`src/sv/kdpc_pkg.sv`:
```
// Shared types and constants for the key debounce and press classifier.
`timescale 1ns / 1ps
`default_nettype none
package kdpc_pkg;

  localparam int unsigned MASK_W   = 4;
  localparam int unsigned KEY_W    = 2;
  localparam int unsigned SCAN_W   = 10;
  localparam int unsigned HELD_W   = 16;
  localparam int unsigned DEB_W    = 4;
  localparam int unsigned CFG_IDX_W  = 2;
  localparam int unsigned CFG_DATA_W = 16;

  localparam logic [HELD_W-1:0] HELD_CAP = 16'd60000;

  localparam logic [SCAN_W-1:0] SCAN_PERIOD_RST = 10'd10;
  localparam logic [HELD_W-1:0] LONG_PRESS_RST  = 16'd1000;
  localparam logic [DEB_W-1:0]  DEBOUNCE_RST    = 4'd2;

  // Configuration register indexes
  localparam logic [CFG_IDX_W-1:0] CFG_SCAN_PERIOD = 2'd0;
  localparam logic [CFG_IDX_W-1:0] CFG_LONG_PRESS  = 2'd1;
  localparam logic [CFG_IDX_W-1:0] CFG_DEBOUNCE    = 2'd2;

  // Item action codes
  localparam logic ACT_SCAN = 1'b0;
  localparam logic ACT_TAKE = 1'b1;

  typedef struct packed {
    logic [SCAN_W-1:0] scan_period_ms;
    logic [HELD_W-1:0] long_press_ms;
    logic [DEB_W-1:0]  debounce_scans;
  } kdpc_cfg_t;

  typedef struct packed {
    logic is_long;
    logic [KEY_W-1:0] key;
  } kdpc_event_t;

  typedef struct packed {
    logic stable_next;
    logic release_evt;
    logic long_evt;
  } kdpc_key_stat_t;

endpackage
`default_nettype wire

```
`src/sv/kdpc_if.sv`:
```
// Valid/ready channel interfaces for the command and result streams.
`timescale 1ns / 1ps
`default_nettype none
interface kdpc_cmd_if;
  import kdpc_pkg::*;
  logic              valid;
  logic              ready;
  logic              action;
  logic [MASK_W-1:0] raw_mask;

  modport source (output valid, output action, output raw_mask, input ready);
  modport sink   (input valid, input action, input raw_mask, output ready);
endinterface

interface kdpc_res_if;
  import kdpc_pkg::*;
  logic              valid;
  logic              ready;
  logic              event_present;
  logic [KEY_W-1:0]  event_key;
  logic              event_is_long;
  logic [MASK_W-1:0] pressed_mask;

  modport source (output valid, output event_present, output event_key,
                  output event_is_long, output pressed_mask, input ready);
  modport sink   (input valid, input event_present, input event_key,
                  input event_is_long, input pressed_mask, output ready);
endinterface
`default_nettype wire

```
`src/sv/kdpc_key.sv`:
```
// Per-key debouncer, held-time counter and short/long press detection.
`timescale 1ns / 1ps
`default_nettype none
module kdpc_key (
  input  wire logic                clk,
  input  wire logic                rst,
  input  wire logic                scan_go,
  input  wire logic                raw,
  input  wire kdpc_pkg::kdpc_cfg_t cfg,
  output kdpc_pkg::kdpc_key_stat_t stat
);
  import kdpc_pkg::*;

  logic              stable;
  logic [DEB_W-1:0]  count;
  logic [HELD_W-1:0] held;
  logic              long_done;

  logic              stable_next;
  logic [DEB_W-1:0]  count_next;
  logic [HELD_W-1:0] held_next;
  logic              long_done_next;
  logic              release_evt;
  logic              long_evt;
  logic [DEB_W-1:0]  count_inc;
  logic [HELD_W-1:0] held_mid;

  always_comb begin
    stable_next    = stable;
    count_next     = count;
    held_mid       = held;
    long_done_next = long_done;
    release_evt    = 1'b0;
    long_evt       = 1'b0;
    count_inc      = (count < cfg.debounce_scans) ? count + 1'b1 : count;
    held_next      = held;

    if (scan_go) begin
      if (raw == stable) begin
        count_next = '0;
      end else if (count_inc < cfg.debounce_scans) begin
        count_next = count_inc;
      end else begin
        count_next  = '0;
        stable_next = raw;
        held_mid    = '0;
        if (raw) begin
          long_done_next = 1'b0;
        end else begin
          // a release after a long event, or with no held time, is silent
          release_evt = !long_done && (held != '0);
        end
      end

      held_next = held_mid;
      if (stable_next) begin
        if (held_mid < HELD_CAP) begin
          held_next = held_mid + HELD_W'(cfg.scan_period_ms);
        end
        if (!long_done_next && (held_next >= cfg.long_press_ms)) begin
          long_done_next = 1'b1;
          long_evt       = 1'b1;
        end
      end
    end
  end

  always_ff @(posedge clk) begin
    if (rst) begin
      stable    <= 1'b0;
      count     <= '0;
      held      <= '0;
      long_done <= 1'b0;
    end else begin
      stable    <= stable_next;
      count     <= count_next;
      held      <= held_next;
      long_done <= long_done_next;
    end
  end

  assign stat.stable_next = stable_next;
  assign stat.release_evt = release_evt;
  assign stat.long_evt    = long_evt;

endmodule
`default_nettype wire

```
`src/sv/key_debounce_press_classifier_unit.sv`:
```
// Key debouncer with short/long press classification and an event ring.
// Channels: cmd (sink) carries action and raw_mask; action scan feeds the
// raw key levels to the debouncers, action take pops the oldest event.
// result (source) returns exactly one item per command: the popped event
// (or none) and the debounced pressed mask after the command.
// Configuration: cfg_wr_en/cfg_index/cfg_wdata write scan period, long
// press threshold and debounce count; write only while the block is idle.
// Latency: the result is valid the cycle after the command transfer.
// Throughput: one command per cycle; all keys are updated in parallel and
// the event ring takes up to one event per key in the same cycle.
// The result sits in an output register; a new command is taken whenever
// that register is empty or being drained, so a stall on result holds cmd
// off only while a result is still waiting.
// The ring holds RING_DEPTH-1 events; further events are dropped.
// Reset clears all key state, the ring pointers and the configuration to
// its defaults; no clearing pass is needed.
`timescale 1ns / 1ps
`default_nettype none
module key_debounce_press_classifier_unit #(
  parameter int unsigned NUM_KEYS   = 4,
  parameter int unsigned RING_DEPTH = 8
) (
  input  wire logic                              clk,
  input  wire logic                              rst,
  kdpc_cmd_if.sink                               cmd,
  kdpc_res_if.source                             result,
  input  wire logic                              cfg_wr_en,
  input  wire logic [kdpc_pkg::CFG_IDX_W-1:0]    cfg_index,
  input  wire logic [kdpc_pkg::CFG_DATA_W-1:0]   cfg_wdata
);
  import kdpc_pkg::*;

  localparam int unsigned PTR_W  = $clog2(RING_DEPTH);
  localparam int unsigned NUM_EV = 2 * NUM_KEYS;
  localparam logic [PTR_W-1:0] PTR_LAST = PTR_W'(RING_DEPTH - 1);

  function automatic logic [PTR_W-1:0] ptr_inc(input logic [PTR_W-1:0] p);
    ptr_inc = (p == PTR_LAST) ? '0 : p + 1'b1;
  endfunction

  kdpc_cfg_t cfg;

  logic [PTR_W-1:0] wr_pos;
  logic [PTR_W-1:0] rd_pos;
  logic [PTR_W-1:0] wr_pos_next;
  logic [PTR_W-1:0] rd_pos_next;
  kdpc_event_t      ring [RING_DEPTH];

  logic              res_valid;
  logic              res_present;
  logic [KEY_W-1:0]  res_key;
  logic              res_long;
  logic [MASK_W-1:0] res_mask;

  logic cmd_go;
  logic scan_go;
  logic take_go;
  logic ring_has;

  kdpc_key_stat_t    stat [NUM_KEYS];
  logic [MASK_W-1:0] mask_next;

  logic              ev_cand  [NUM_EV];
  kdpc_event_t       ev_code  [NUM_EV];
  logic              ev_wr    [NUM_EV];
  logic [PTR_W-1:0]  ev_pos   [NUM_EV];

  assign cmd.ready = !res_valid || result.ready;
  assign cmd_go    = cmd.valid && cmd.ready;
  assign scan_go   = cmd_go && (cmd.action == ACT_SCAN);
  assign take_go   = cmd_go && (cmd.action == ACT_TAKE);
  assign ring_has  = (rd_pos != wr_pos);

  // configuration registers
  always_ff @(posedge clk) begin
    if (rst) begin
      cfg.scan_period_ms <= SCAN_PERIOD_RST;
      cfg.long_press_ms  <= LONG_PRESS_RST;
      cfg.debounce_scans <= DEBOUNCE_RST;
    end else if (cfg_wr_en) begin
      unique case (cfg_index)
        CFG_SCAN_PERIOD: cfg.scan_period_ms <= cfg_wdata[SCAN_W-1:0];
        CFG_LONG_PRESS:  cfg.long_press_ms  <= cfg_wdata[HELD_W-1:0];
        CFG_DEBOUNCE:    cfg.debounce_scans <= cfg_wdata[DEB_W-1:0];
        default: ;
      endcase
    end
  end

  for (genvar k = 0; k < NUM_KEYS; k++) begin : g_key
    kdpc_key u_key (
      .clk     (clk),
      .rst     (rst),
      .scan_go (scan_go),
      .raw     (cmd.raw_mask[k]),
      .cfg     (cfg),
      .stat    (stat[k])
    );
  end

  always_comb begin
    mask_next = '0;
    for (int k = 0; k < NUM_KEYS; k++) begin
      mask_next[k] = stat[k].stable_next;
    end
  end

  // Releases first in key order, then long presses in key order
  always_comb begin
    for (int k = 0; k < NUM_KEYS; k++) begin
      ev_cand[k]                  = stat[k].release_evt;
      ev_code[k].is_long          = 1'b0;
      ev_code[k].key              = KEY_W'(k);
      ev_cand[NUM_KEYS + k]         = stat[k].long_evt;
      ev_code[NUM_KEYS + k].is_long = 1'b1;
      ev_code[NUM_KEYS + k].key     = KEY_W'(k);
    end
  end

  always_comb begin
    wr_pos_next = wr_pos;
    for (int j = 0; j < NUM_EV; j++) begin
      ev_pos[j] = wr_pos_next;
      ev_wr[j]  = 1'b0;
      if (ev_cand[j] && (ptr_inc(wr_pos_next) != rd_pos)) begin
        ev_wr[j]    = 1'b1;
        wr_pos_next = ptr_inc(wr_pos_next);
      end
    end
  end

  assign rd_pos_next = (take_go && ring_has) ? ptr_inc(rd_pos) : rd_pos;

  always_ff @(posedge clk) begin
    for (int j = 0; j < NUM_EV; j++) begin
      if (ev_wr[j]) begin
        ring[ev_pos[j]] <= ev_code[j];
      end
    end
  end

  always_ff @(posedge clk) begin
    if (rst) begin
      wr_pos <= '0;
      rd_pos <= '0;
    end else begin
      wr_pos <= wr_pos_next;
      rd_pos <= rd_pos_next;
    end
  end

  // output register
  always_ff @(posedge clk) begin
    if (rst) begin
      res_valid <= 1'b0;
    end else if (cmd_go) begin
      res_valid <= 1'b1;
    end else if (result.ready) begin
      res_valid <= 1'b0;
    end
  end

  always_ff @(posedge clk) begin
    if (cmd_go) begin
      res_mask <= mask_next;
      if (take_go && ring_has) begin
        res_present <= 1'b1;
        res_key     <= ring[rd_pos].key;
        res_long    <= ring[rd_pos].is_long;
      end else begin
        res_present <= 1'b0;
        res_key     <= '0;
        res_long    <= 1'b0;
      end
    end
  end

  assign result.valid         = res_valid;
  assign result.event_present = res_present;
  assign result.event_key     = res_key;
  assign result.event_is_long = res_long;
  assign result.pressed_mask  = res_mask;

  a_result_follows: assert property (@(posedge clk) disable iff (rst)
    cmd_go |=> res_valid)
    else $error("accepted command produced no result");

  a_no_event_clean: assert property (@(posedge clk) disable iff (rst)
    (res_valid && !res_present) |-> (res_key == '0 && !res_long))
    else $error("empty result carries event fields");

  a_ptr_range: assert property (@(posedge clk) disable iff (rst)
    (wr_pos <= PTR_LAST) && (rd_pos <= PTR_LAST))
    else $error("ring pointer out of range");

  a_scan_no_event: assert property (@(posedge clk) disable iff (rst)
    (cmd_go && cmd.action == ACT_SCAN) |=> !res_present)
    else $error("scan returned an event");

  a_ring_not_overrun: assert property (@(posedge clk) disable iff (rst)
    (wr_pos_next != wr_pos) |-> (wr_pos_next != rd_pos))
    else $error("ring write caught up with read pointer");

endmodule
`default_nettype wire
```
`src/flat_wrapper.sv`:
```
// flat-port wrapper written by rule: the top's interface ports become plain ports
module key_debounce_press_classifier_unit_flat import kdpc_pkg::*;
#(
  parameter int unsigned NUM_KEYS   = 4,
  parameter int unsigned RING_DEPTH = 8
)
  (clk, rst, cfg_wr_en, cfg_index, cfg_wdata, cmd_valid, cmd_action, cmd_raw_mask, cmd_ready, result_valid, result_event_present, result_event_key, result_event_is_long, result_pressed_mask, result_ready);
  kdpc_cmd_if cmd_i ();
  kdpc_res_if result_i ();
  input  wire logic clk;
  input  wire logic rst;
  input  wire logic cfg_wr_en;
  input  wire logic [kdpc_pkg::CFG_IDX_W-1:0] cfg_index;
  input  wire logic [kdpc_pkg::CFG_DATA_W-1:0] cfg_wdata;
  input wire logic [$bits(cmd_i.valid)-1:0] cmd_valid;
  input wire logic [$bits(cmd_i.action)-1:0] cmd_action;
  input wire logic [$bits(cmd_i.raw_mask)-1:0] cmd_raw_mask;
  output wire logic [$bits(cmd_i.ready)-1:0] cmd_ready;
  output wire logic [$bits(result_i.valid)-1:0] result_valid;
  output wire logic [$bits(result_i.event_present)-1:0] result_event_present;
  output wire logic [$bits(result_i.event_key)-1:0] result_event_key;
  output wire logic [$bits(result_i.event_is_long)-1:0] result_event_is_long;
  output wire logic [$bits(result_i.pressed_mask)-1:0] result_pressed_mask;
  input wire logic [$bits(result_i.ready)-1:0] result_ready;
  assign cmd_i.valid = cmd_valid;
  assign cmd_i.action = cmd_action;
  assign cmd_i.raw_mask = cmd_raw_mask;
  assign cmd_ready = cmd_i.ready;
  assign result_valid = result_i.valid;
  assign result_event_present = result_i.event_present;
  assign result_event_key = result_i.event_key;
  assign result_event_is_long = result_i.event_is_long;
  assign result_pressed_mask = result_i.pressed_mask;
  assign result_i.ready = result_ready;
  key_debounce_press_classifier_unit #(.NUM_KEYS(NUM_KEYS), .RING_DEPTH(RING_DEPTH)) u_core (.clk(clk), .rst(rst), .cmd(cmd_i), .result(result_i), .cfg_wr_en(cfg_wr_en), .cfg_index(cfg_index), .cfg_wdata(cfg_wdata));
endmodule
```
`config.mk`:
```
export PLATFORM = sky130hd
export DESIGN_NAME = key_debounce_press_classifier_unit_flat
export DESIGN_NICKNAME = d
export VERILOG_FILES = /design/src/sv/kdpc_pkg.sv /design/src/sv/kdpc_if.sv /design/src/sv/kdpc_key.sv /design/src/sv/key_debounce_press_classifier_unit.sv /design/src/flat_wrapper.sv
export SDC_FILE = /design/constraint.sdc
export NUM_CORES = 1
export LEC_CHECK = 0
export BUFFER_PORTS_ARGS = -buffer_cell sky130_fd_sc_hd__buf_2
export CORE_MARGIN = 2
export CORE_UTILIZATION = 50
export DETAILED_ROUTE_END_ITERATION = 8
export GPL_ROUTABILITY_DRIVEN = 0
export PLACE_DENSITY = 0.62
export SLEW_MARGIN = 5
export SYNTH_ARGS = -nofsm -noshare
export SYNTH_HDL_FRONTEND = slang
export SYNTH_SLANG_ARGS = --single-unit
```
`constraint.sdc`:
```
create_clock -name clk -period 19.4 [get_ports clk]
set_input_delay 0.97 -clock clk [delete_from_list [all_inputs] [get_ports clk]]
set_output_delay 0.97 -clock clk [all_outputs]
set_load 0.02 [all_outputs]
```
==> results.md, run 1 <==
* Status: completed
* CP required at 19.58 ns
* Max incr delay on CP at ~0.6 ns
* FF/Latch Area at 3300 um^2
* Max Cap Viol at 0
* Slew Limit Fails at 0
* Cell row count at 60
* DR iter-0 viols at 1066
* ANT cells at 0
* Clock Path Buffers at 2
* Top cells by count, synth: nor2_1 (179), nand2_1 (159), ha_1 (143), dfxtp_1 (141), a21oi_1 (124)
* Delay-heaviest family, CP: compound AO/OA/AOI/OAI gates
* Final core occ at 54.8%
* Post-cts hold buffer count at 0
* Setup Buffers After CTS at 0
* Dpl ws at 3.32 ns
* Post-Route WL at 40300 um
* Share of the synthesized area in the top cell type at 20.4%
* I/O Buffers at 37
* Synth Instances at 1716
* Post-Layout Cell Count at 2098
* Die Y at ~170 um
* Async SR Flop Fraction at 0%
* Synth unique cells at 95
* Setup violators final at 0
* Most common cell in the netlist: nor2_1
* Die area at 29000 um^2
* Remaining DRCs at 0
* Total number of vias at 12900
* Clk_skew at 0.0143 ns
* Tcrit/Tclk final at 83.8%
* Clk_lat worst skew at ~0.46 ns
* Grt ovf at 0
* WL/cell at 19.2 um
* Worst setup EP type: flip-flop
* Vias in the first global route at 12000
* Clock sinks at 157
* Detailed Routing Iterations Pass 1 at 6
* Total GRT Usage at 28.1%
* Sequential-to-total area share from yosys stat at 23.9%
* Synthesized Nets at 1891
* Area leader, netlist: dfxtp_1
* Share of post-route cells with drive strength above 1 at 8.92%
* Vias per cell at 6.13
* Leakage at 6.20 nW
* First-pass GRT wire length at 64200 um
* Slew @ Worst Pin at 1.17 ns
* Syn Std Cell Area at 13800 um^2
* Antenna-violating nets left at 0
* # H-tree levels at 4
* Pwr Density at between 50 and 60 nW/um^2
* Fill cells at 2539
* CP bufs+invs at 5
* YS warnings at 0
* Worst slew margin at a little over a fifth
* Post_cts resized at 0
* Final WS setup at 3.14 ns
* CP most frequent cell: ha_1
* DP HPWL at 30000 um
* Starting Density at just over 50%
* Area added between synthesis and finish at 7.36%
* TritonCTS clock tree: yes
* Io pins at 38
* Clock root cell: clkbuf_16
* CTS buffer count at 17
* Crit path launch type: flip-flop
* Post-synth EDFFs at 16
* Syn avg cell area at slightly above 8 um^2
* Critical path class: reg -> reg
* Hold crit path type: reg -> reg
* Die span in x at 170 um
* Max rail drop VDD at 49.8 uV
* Initial antenna violation count at 0
* Setup TNS at 0 ns
* RSZ-0062 raised after global routing: false
* Peak Freq at 0.0615 GHz
* Worst Path Arrival at 16.44 ns
* #FFs+latches synth at between 150 and 200
* Critical path peak fanout at 16
* Worst-path clk slew at 0.08 ns
* Core Area at 27100 um^2
* Layout Nets at around 1900
* Crit-path slowest cell: nor2_1
* Largest net degree at the start of global routing at 84
* Multi-input gate area at 9960 um^2
* Tmin final at 16.26 ns
* Cells after DPL at 2066
* Overall power at ~0.00076 W
* Hold Vio Cnt, Final at 0
* Top post-synthesis cells by area: dfxtp_1 (20%), ha_1 (13%), nor2_1 (4.9%)
* Ys flop type: dfxtp_1
[report_power, final]
part | switching (W) | internal (W) | leakage, nW
clock network | 0.000170 | 0.000171 | 0.278
registers | 0.00000586 | 0.000331 | 1.28
logic | 0.0000521 | 0.0000288 | 4.64
total | 0.000228 | 0.000532 | 6.20
[worst min-delay path: stages (launching register included)]
cell     delay [ns]
dfxtp_1        0.31
nand2_1        0.05
a21oi_1        0.05
[flip-flops by register name (all words and copies together) (netlist names)]
| register | flops |
|---|---|
| u_core.cfg | 30 |
| u_core.g_key.u_key.count | 16 |
| u_core.g_key.u_key.held | 64 |
| u_core.g_key.u_key.long_done | 4 |
| u_core.g_key.u_key.stable | 4 |
| u_core.rd_pos | 3 |
| u_core.result.event_is_long | 1 |
| u_core.result.event_key | 2 |
| u_core.result.event_present | 1 |
| u_core.result.pressed_mask | 4 |
| u_core.result.valid | 1 |
| u_core.ring | 24 |
| u_core.wr_pos | 3 |
[layout by cell type (no fill, tap or decap), drive strengths merged, types with 8 or more instances in the layout]
| cell | n |
|---|---|
| mux2 | 29 |
| and3 | 10 |
| nand2b | 28 |
| a31oi | 10 |
| nand4 | 10 |
| edfxtp | 16 |
| dfxtp | 141 |
| buf | 49 |
| inv | 85 |
| o21bai | 25 |
| nor2b | 23 |
| o21ai | 105 |
| o211ai | 26 |
| a211o | 16 |
| a21oi | 126 |
| mux2i | 24 |
| and4 | 8 |
| o21a | 13 |
| nand3 | 36 |
| o2111ai | 11 |
| xor2 | 29 |
| nor3 | 29 |
| a32oi | 10 |
| a22oi | 63 |
| a21o | 47 |
| nand2 | 159 |
| clkbuf | 17 |
| nor2 | 179 |
| xnor2 | 66 |
| or3 | 13 |
| nor4 | 16 |
| ha | 143 |
| and2 | 52 |
[final timing paths]
check | start | to | slack (ns) | cells past startpoint
hold reg to reg | u_core.cfg[14] | u_core.cfg[14] | 0.46 | 2
hold / removal | u_core.cfg[14] | u_core.cfg[14] | 0.46 | 2
setup reg to reg | u_core.cfg[1] | u_core.ring[1][2] | 3.14 | 60
setup / recovery | u_core.cfg[1] | u_core.ring[1][2] | 3.14 | 60
[routing by layer]
metal  track usage [%]  wire length (um)
met5                 0                 0
met4              7.88               783
met3              4.09              2230
met1              39.9             19400
met2              44.4             17800
[cell type report]
class | count | share of cell area, %
clock buffers | 17 | 2.86
clock inverters | 15 | 0.985
inverters | 74 | 1.87
multi-input cells | 1414 | 67.1
flip-flops and latches | 157 | 22.2
well taps | 372 | 3.13
repair buffers | 49 | 1.87
[kinds of logic (layout without fill, tap and decap cells)]
logic type	Yosys count	after routing	share of synthesized area, %
xor+xnor	98	98	6.51
buf+inv	145	155	4.20
compound gates	519	519	26.1
mux	59	59	5.10
fa+ha+maj	147	147	13.5
flops	157	157	23.9
simple gates	591	591	20.7
[through the flow]
step / area, um^2 / hold slack, ns
6_report: 14900 / 0.460
3_5_place_dp: 14300 / 0.447
3_3_place_gp: 14300 / 0.442
2_1_floorplan: 13800 / 0.436
5_1_grt: 14900 / 0.481
4_1_cts: 14900 / 0.457
(Power assumes the default switching activity.)
==> inputs of run 2 (changes only) <==
- ABC_AREA: not set -> 1
- clock period: 19.4 -> 16.5 ns (I/O delays scaled with it)
==> run 2 against run 1 <==
  * Cell area down 1.7%
  * Synthesized cell count up 19%
  * Final cell count up 14%
  * Count of clock-buffer cells in the layout unchanged
  * Critical path depth up 10
  * Wire length down 2.7%
  * Utilization down 0.46 points
  * Sequential share of layout area up 0.38 points
  * Flip-flop and latch count unchanged
  * Sequential power up 22%
  * Setup slack better by 1.3 ns
  * Highest routed layer unchanged
==> results.md, run 2 <==
* Total GRT Usage at 27.9% (was 28.1%)
* Post-Layout Cell Count at 2402 (was 2098)
* Largest net degree at the start of global routing at 93 (was 84)
* Post-synth EDFFs at 16 (unchanged)
* Hold slack at 0.469 ns (was 0.460 ns)
* First-pass GRT wire length at 63200 um (was 64200 um)
* FF/Latch Area at 3300 um^2 (unchanged)
* Initial antenna violation count at 0 (unchanged)
* Critical path class: reg -> reg (unchanged)
* Vias in the first global route at 12200 (was 12000)
* Syn Std Cell Area at 13600 um^2 (was 13800 um^2)
* Final core occ at 54.4% (was 54.8%)
* Clk_skew at 0.0153 ns (was 0.0143 ns)
* Total number of vias at 13200 (was 12900)
* Share of the synthesized area in the top cell type at 20.7% (was 20.4%)
* Sequential fraction of design power at 40.7% (was 44.4%)
* Fill cells at 2704 (was 2539)
* Io pins at 38 (unchanged)
* Tcrit/Tclk final at 72.9% (was 83.8%)
* Multi-input gate area at 8990 um^2 (was 9960 um^2)
* Die span in x at 169 um (was 170 um)
* Slew Limit Fails at 0 (unchanged)
* Internal at 0.000687 W (was 0.000532 W)
* Share of post-route cells with drive strength above 1 at 8.83% (was 8.92%)
* Core Area at 26900 um^2 (was 27100 um^2)
* Clock Path Buffers at 2 (unchanged)
* Max rail drop VDD at 63.6 uV (was 49.8 uV)
* Clock root cell: clkbuf_16 (unchanged)
* Clock sinks at 157 (unchanged)
* Worst-path clk slew at 0.08 ns (about the same)
* Setup TNS at 0 ns (unchanged)
* Post_cts resized at 0 (unchanged)
* Synthesized Nets at 2221 (was 1891)
* Leakage at 6.68 nW (was 6.20 nW)
* Synth unique cells at 54 (was 95)
* Setup violators final at 0 (unchanged)
* Worst Path Arrival at 12.18 ns (was 16.44 ns)
* Crit path launch type: flip-flop (unchanged)
* Worst slew margin at 24.7% (was 21.7%)
* Slew @ Worst Pin at 1.13 ns (was 1.17 ns)
* Area added between synthesis and finish at 7.33% (was 7.36%)
* Pwr Density at 69.1 nW/um^2 (was 51.1 nW/um^2)
* Area leader, netlist: dfxtp_1 (unchanged)
* Detailed Routing Iterations Pass 1 at 5 (was 6)
* Starting Density at 50.7% (was 51.1%)
* Die Y at 169 um (was 170 um)
* Ys flop type: dfxtp_1 (unchanged)
* Net Switching at 0.000324 W (was 0.000228 W)
* Syn avg cell area at 6.65 um^2 (was 8.07 um^2)
* Sw frac at 32.0% (was 30.0%)
* Die area at 28600 um^2 (was 29000 um^2)
* Post-Route WL at 39200 um (was 40300 um)
* Post-cts hold buffer count at 0 (unchanged)
* Peak Freq at 0.0832 GHz (was 0.0615 GHz)
* Logic pwr share at 17.7% (was 10.7%)
* Sequential-to-total area share from yosys stat at 24.3% (was 23.9%)
* DP HPWL at 28900 um (was 30000 um)
* Max incr delay on CP at 0.33 ns (was 0.60 ns)
* Clock Power Share at 41.7% (was 44.9%)
* # H-tree levels at 4 (unchanged)
* Max reg flops at 64 (unchanged)
* Async SR Flop Fraction at 0% (unchanged)
* Grt ovf at 0 (unchanged)
* Status: completed (unchanged)
* YS warnings at 0 (unchanged)
* CTS buffer count at 17 (unchanged)
* Antenna-violating nets left at 0 (unchanged)
* DR iter-0 viols at 914 (was 1066)
* WL/cell at 16.3 um (was 19.2 um)
* Highest-count cells in the layout ignoring fill and taps: nand2_1 (388), inv_1 (263), a21oi_1 (219) (was nor2_1 (178), nand2_1 (159), ha_1 (143))
* Cell row count at 60 (unchanged)
* #FFs+latches synth at 157 (unchanged)
* Vias per cell at 5.51 (was 6.13)
* Most common cell in the netlist: nand2_1 (was nor2_1)
* Setup Buffers After CTS at 0 (unchanged)
* ANT cells at 0 (unchanged)
* Cells after DPL at 2370 (was 2066)
* Remaining DRCs at 0 (unchanged)
* Critical path peak fanout at 18 (was 16)
* CP required at 16.65 ns (was 19.58 ns)
* Worst setup EP type: flip-flop (unchanged)
* Top cells by count, synth: nand2_1 (388), inv_1 (263), a21oi_1 (219), nor2_1 (197), o21ai_0 (182) (was nor2_1 (179), nand2_1 (159), ha_1 (143), dfxtp_1 (141), a21oi_1 (124))
* TritonCTS clock tree: yes (unchanged)
* Hold crit path type: reg -> reg (unchanged)
* Layout Nets at 2223 (was 1888)
* Tmin final at 12.03 ns (was 16.26 ns)
* Crit-path slowest cell: ha_1 (was nor2_1)
* Reg with most FFs: u_core.g_key.u_key.held (unchanged)
* Max Cap Viol at 0 (unchanged)
* Top post-synthesis cells by area: dfxtp_1 (21%), ha_1 (13%), nand2_1 (11%) (was dfxtp_1 (20%), ha_1 (13%), nor2_1 (4.9%))
* I/O Buffers at 37 (unchanged)
* Commonest non-fill, non-tap cell in the layout: nand2_1 (was nor2_1)
* Clk_lat worst skew at 0.45 ns (was 0.46 ns)
* Synth Instances at 2046 (was 1716)
* Hold Vio Cnt, Final at 0 (unchanged)
* RSZ-0062 raised after global routing: false (unchanged)
==> run 2: changes by cell type after synthesis, sizes merged, moves of 26 or more <==
| cell | delta |
|---|---|
| nand2 | +285 |
| inv | +191 |
| xnor2 | -40 |
| nor2 | +29 |
| nand2b | -28 |
| and2 | -51 |
| a21oi | +97 |
| a21o | -42 |
| mux2 | -26 |
| a22oi | -63 |
| o21ai | +83 |
| nand3 | +95 |
==> run 2: worst max-delay path: cells and delay by family, from the launching register on <==
| family | cells | cell delay, ns |
|---|---|---|
| fa+ha+maj | 9 | 2.83 |
| simple gates | 35 | 4.17 |
| xor+xnor | 9 | 1.46 |
| buf+inv | 8 | 0.93 |
| compound gates | 9 | 2.03 |
| flops | 1 | 0.30 |
==> run 2: cell families (layout without fill, tap and decap cells) <==
family | count (synthesis) | after routing | share of synthesized area [%]
muxes | 3 | 3 | 0.248
AOI/OAI and AO/OA | 492 | 492 | 19.7
DFF | 157 | 157 | 24.3
adders and majority gates | 147 | 147 | 13.7
and+or+nand+nor | 845 | 845 | 28.0
buffers and inverters | 336 | 351 | 9.73
xor gates and xnor gates | 66 | 66 | 4.30
==> run 2: cell type report <==
cell class / instances / share of cell area, %
well taps: 341 / 2.92
clock inverters: 15 / 1.20
repair buffers: 49 / 1.90
multi-input cells: 1553 / 61.5
flip-flops and latches: 157 / 22.6
inverters: 270 / 6.94
clock buffers: 17 / 2.91
==> run 2: per-stage QoR <==
step                power [W]  area [um^2]  setup WS [ns]
finish                0.00101        14600           4.47
global route          0.00106        14600           3.40
CTS                   0.00101        14600           4.49
detailed placement   0.000596        14000           4.21
global placement     0.000593        14000           4.61
floorplan            0.000544        13600           6.15
==> run 2: worst paths after layout <==
check,start,endpoint,slack [ns],cells past startpoint
max,u_core.cfg[3],u_core.ring[0][2],4.47,70
min,u_core.g_key[3].u_key.held[10],u_core.g_key[3].u_key.held[10],0.47,2
max reg2reg,u_core.cfg[3],u_core.ring[0][2],4.47,70
min reg2reg,u_core.g_key[3].u_key.held[10],u_core.g_key[3].u_key.held[10],0.47,2
==> run 2: layer usage <==
layer | GRT usage (%) | vias to the layer above | wire length (um)
met5 | 0 | - | 0
li1 | - | 6792 | -
met3 | 3.51 | 65 | 1920
met1 | 38.7 | 6046 | 18700
met2 | 45.0 | 339 | 17500
met4 | 9.36 | 0 | 1070
==> run 2: power by group through the flow <==
stage	logic [W]	clock network, W	registers, W
floorplan	0.000128	0	0.000415
global placement	0.000174	0	0.000419
detailed placement	0.000177	0	0.000419
CTS	0.000178	0.000426	0.000411
global route	0.000203	0.000440	0.000412
finish	0.000179	0.000421	0.000411
==> inputs of run 3 (changes only) <==
- ABC_AREA: 1 -> 0
- clock period: 16.5 -> 11.8 ns (I/O delays scaled with it)
==> run 3 against run 2 <==
  * The run now ends with negative setup slack left
  * Sequential power increased by 35%
  * Clock power is 35% higher
  * Flip-flop and latch count unchanged
  * Sequential share of layout area is 2.6 points lower
==> results.md, run 3 (synthesis results as in run 1) <==
* Clk_skew at 0.0194 ns (was 0.0153 ns)
* Area added between synthesis and finish at 19.5% (was 7.33%)
* I/O Buffers at 37 (unchanged)
* Net Switching at 0.000378 W (was 0.000324 W)
* Status: finished, violations left (was completed)
* Die area at 29000 um^2 (was 28600 um^2)
* Total number of vias at 13400 (was 13200)
* Commonest non-fill, non-tap cell in the layout: nor2_1 (was nand2_1)
* Max rail drop VDD at 96.5 uV (was 63.6 uV)
* Leakage at 7.03 nW (was 6.68 nW)
* Clock Power Share at 45.1% (was 41.7%)
* Highest-count cells in the layout ignoring fill and taps: nor2_1 (176), nand2_1 (156), buf_4 (145) (was nand2_1 (388), inv_1 (263), a21oi_1 (219))
* Worst r2r dst: u_core.ring[2][2] (was u_core.ring[0][2])
* FF/Latch Area at 3310 um^2 (was 3300 um^2)
* R2R setup slack at -0.61 ns (was 4.47 ns)
* Grt ovf at 0 (unchanged)
* Reg with most FFs: u_core.g_key.u_key.held (unchanged)
* Slew Limit Fails at 0 (unchanged)
* Max incr delay on CP at 0.42 ns (was 0.33 ns)
* Reg-to-reg startpoint: u_core.cfg[1] (was u_core.cfg[3])
* Starting Density at 51.1% (was 50.7%)
* Remaining DRCs at 0 (unchanged)
* Max Cap Viol at 0 (unchanged)
* Clock Path Buffers at 2 (unchanged)
* DP HPWL at 31800 um (was 28900 um)
* Multi-input gate area at 10500 um^2 (was 8990 um^2)
* Final core occ at 61.0% (was 54.4%)
* Setup violators final at 35 (was 0)
* Clock root cell: clkbuf_16 (unchanged)
* Clock sinks at 157 (unchanged)
* Max reg flops at 64 (unchanged)
* Critical path class: reg -> reg (unchanged)
* Critical path peak fanout at 7 (was 18)
* Largest net degree at the start of global routing at 82 (was 93)
* Share of post-route cells with drive strength above 1 at 19.5% (was 8.83%)
* RSZ-0062 raised after global routing: true (was false)
* ANT cells at 0 (unchanged)
* Logic pwr share at 10.9% (was 17.7%)
* WL/cell at 18.9 um (was 16.3 um)
* Io pins at 38 (unchanged)
* First-pass GRT wire length at 67500 um (was 63200 um)
* CP most frequent cell: ha_4
* Sequential fraction of design power at 44.0% (was 40.7%)
* Vias in the first global route at 12800 (was 12200)
* Detailed Routing Iterations Pass 1 at 5 (unchanged)
* Slew @ Worst Pin at 1.11 ns (was 1.13 ns)
* Initial antenna violation count at 0 (unchanged)
* Layout Nets at 2033 (was 2223)
* WHS Endpoint: u_core.cfg[10] (was u_core.g_key[3].u_key.held[10])
* DR iter-0 viols at 1066 (was 914)
* # H-tree levels at 4 (unchanged)
* Failing checks: negative setup slack
* Tmin final at 12.41 ns (was 12.03 ns)
* Vias per cell at 5.97 (was 5.51)
* Worst-path clk slew at 0.08 ns (about the same)
* Crit-path slowest cell: a2111o_1 (was ha_1)
* Worst slew margin at 25.2% (was 24.7%)
* Overall power at 0.00126 W (was 0.00101 W)
* Worst setup EP type: flip-flop (unchanged)
* Tcrit/Tclk final at 105% (was 72.9%)
* Post-Route WL at 42400 um (was 39200 um)
* FF-to-FF path depth at 64 (was 70)
* Die Y at 170 um (was 169 um)
* CTS buffer count at 17 (unchanged)
* CP required at 12.01 ns (was 16.65 ns)
* TritonCTS clock tree: yes (unchanged)
* Internal at 0.000882 W (was 0.000687 W)
* Post-cts hold buffer count at 0 (unchanged)
* Clk_lat worst skew at 0.45 ns (about the same)
* Hold Crit Depth at 2 (unchanged)
* Cell row count at 60 (unchanged)
* Dpl ws at -0.645 ns (was 4.21 ns)
* Final WS setup at -0.608 ns (was 4.47 ns)
* Hold crit path type: in -> reg (was reg -> reg)
* Fill cells at 2419 (was 2704)
* Peak Freq at 0.0806 GHz (was 0.0832 GHz)
* Antenna-violating nets left at 0 (unchanged)
* Core Area at 27100 um^2 (was 26900 um^2)
* Hold Vio Cnt, Final at 0 (unchanged)
* HP Start: cfg_wdata[6] (was u_core.g_key[3].u_key.held[10])
* Die span in x at 170 um (was 169 um)
* Sw frac at 30.0% (was 32.0%)
* Total GRT Usage at 29.4% (was 27.9%)
* Crit path launch type: flip-flop (unchanged)
* Pwr Density at 76.1 nW/um^2 (was 69.1 nW/um^2)
* Worst Path Arrival at 12.62 ns (was 12.18 ns)
-- run 3: metrics by stage --
step	cells	TNS, ns	hold slack [ns]	instance area (um^2)
floorplan	1716	-29.72	0.436	14100
global route	2243	-34.14	0.355	16500
detailed placement	2167	-20.66	0.446	15400
CTS	2232	-10.68	0.350	16300
global placement	2167	-7.42	0.443	15400
finish	2243	-17.75	0.356	16500
-- run 3: layout make-up --
| cell class | instances | area share [%] |
|---|---|---|
| clock buffer | 17 | 2.57 |
| sequential | 157 | 20.0 |
| clock inverter | 15 | 0.998 |
| tap | 372 | 2.81 |
| multi-input combinational | 1414 | 63.2 |
| timing repair buffer | 194 | 8.74 |
| inverter | 74 | 1.69 |
-- run 3: power by group through the flow --
stage          combinational (W)  clock [W]  sequential (W)
3_5_place_dp            0.000135          0        0.000567
4_1_cts                 0.000137   0.000573        0.000554
3_3_place_gp            0.000132          0        0.000566
6_report                0.000138   0.000568        0.000554
2_1_floorplan          0.0000903          0        0.000564
5_1_grt                 0.000153   0.000599        0.000555
-- run 3: worst max path at each step --
stage / cells past startpoint / endpoint / slack (ns) / startpoint
finish: 64 / u_core.ring[2][2] / -0.61 / u_core.cfg[1]
global route: 62 / u_core.ring[2][2] / -1.07 / u_core.cfg[1]
CTS: 60 / u_core.ring[6][2] / -0.39 / u_core.cfg[1]
detailed placement: 59 / u_core.ring[3][2] / -0.64 / u_core.cfg[1]
global placement: 61 / u_core.ring[4][2] / -0.26 / u_core.cfg[1]
floorplan: 61 / u_core.ring[4][2] / -0.99 / u_core.cfg[1]
-- run 3: timing repair --
| item | CTS | global route |
|---|---|---|
| gates resized for setup | 31 | 24 |
| setup endpoints to repair | 35 | 35 |
| setup buffers | 33 | 12 |
| pin swaps | 47 | 33 |
-- run 3: metal layers --
metal,global-route usage (%),share of wire (%),vias up
li1,-,-,6566
met1,39.8,46,6356
met2,48.5,46,379
met3,4.07,5.0,83
met4,9.29,2.5,0
met5,0,0,-
-- run 3: worst max-delay path, delay by kind of cell, from the launching register on --
family	cells	cell delay (ns)
buffers and inverters	10	1.06
XOR/XNOR	8	1.29
multiplexers	5	1.49
adder cells (fa/ha/maj)	9	2.33
AND/OR/NAND/NOR	14	1.95
AO/OA/AOI/OAI	18	3.71
flip-flops	1	0.35
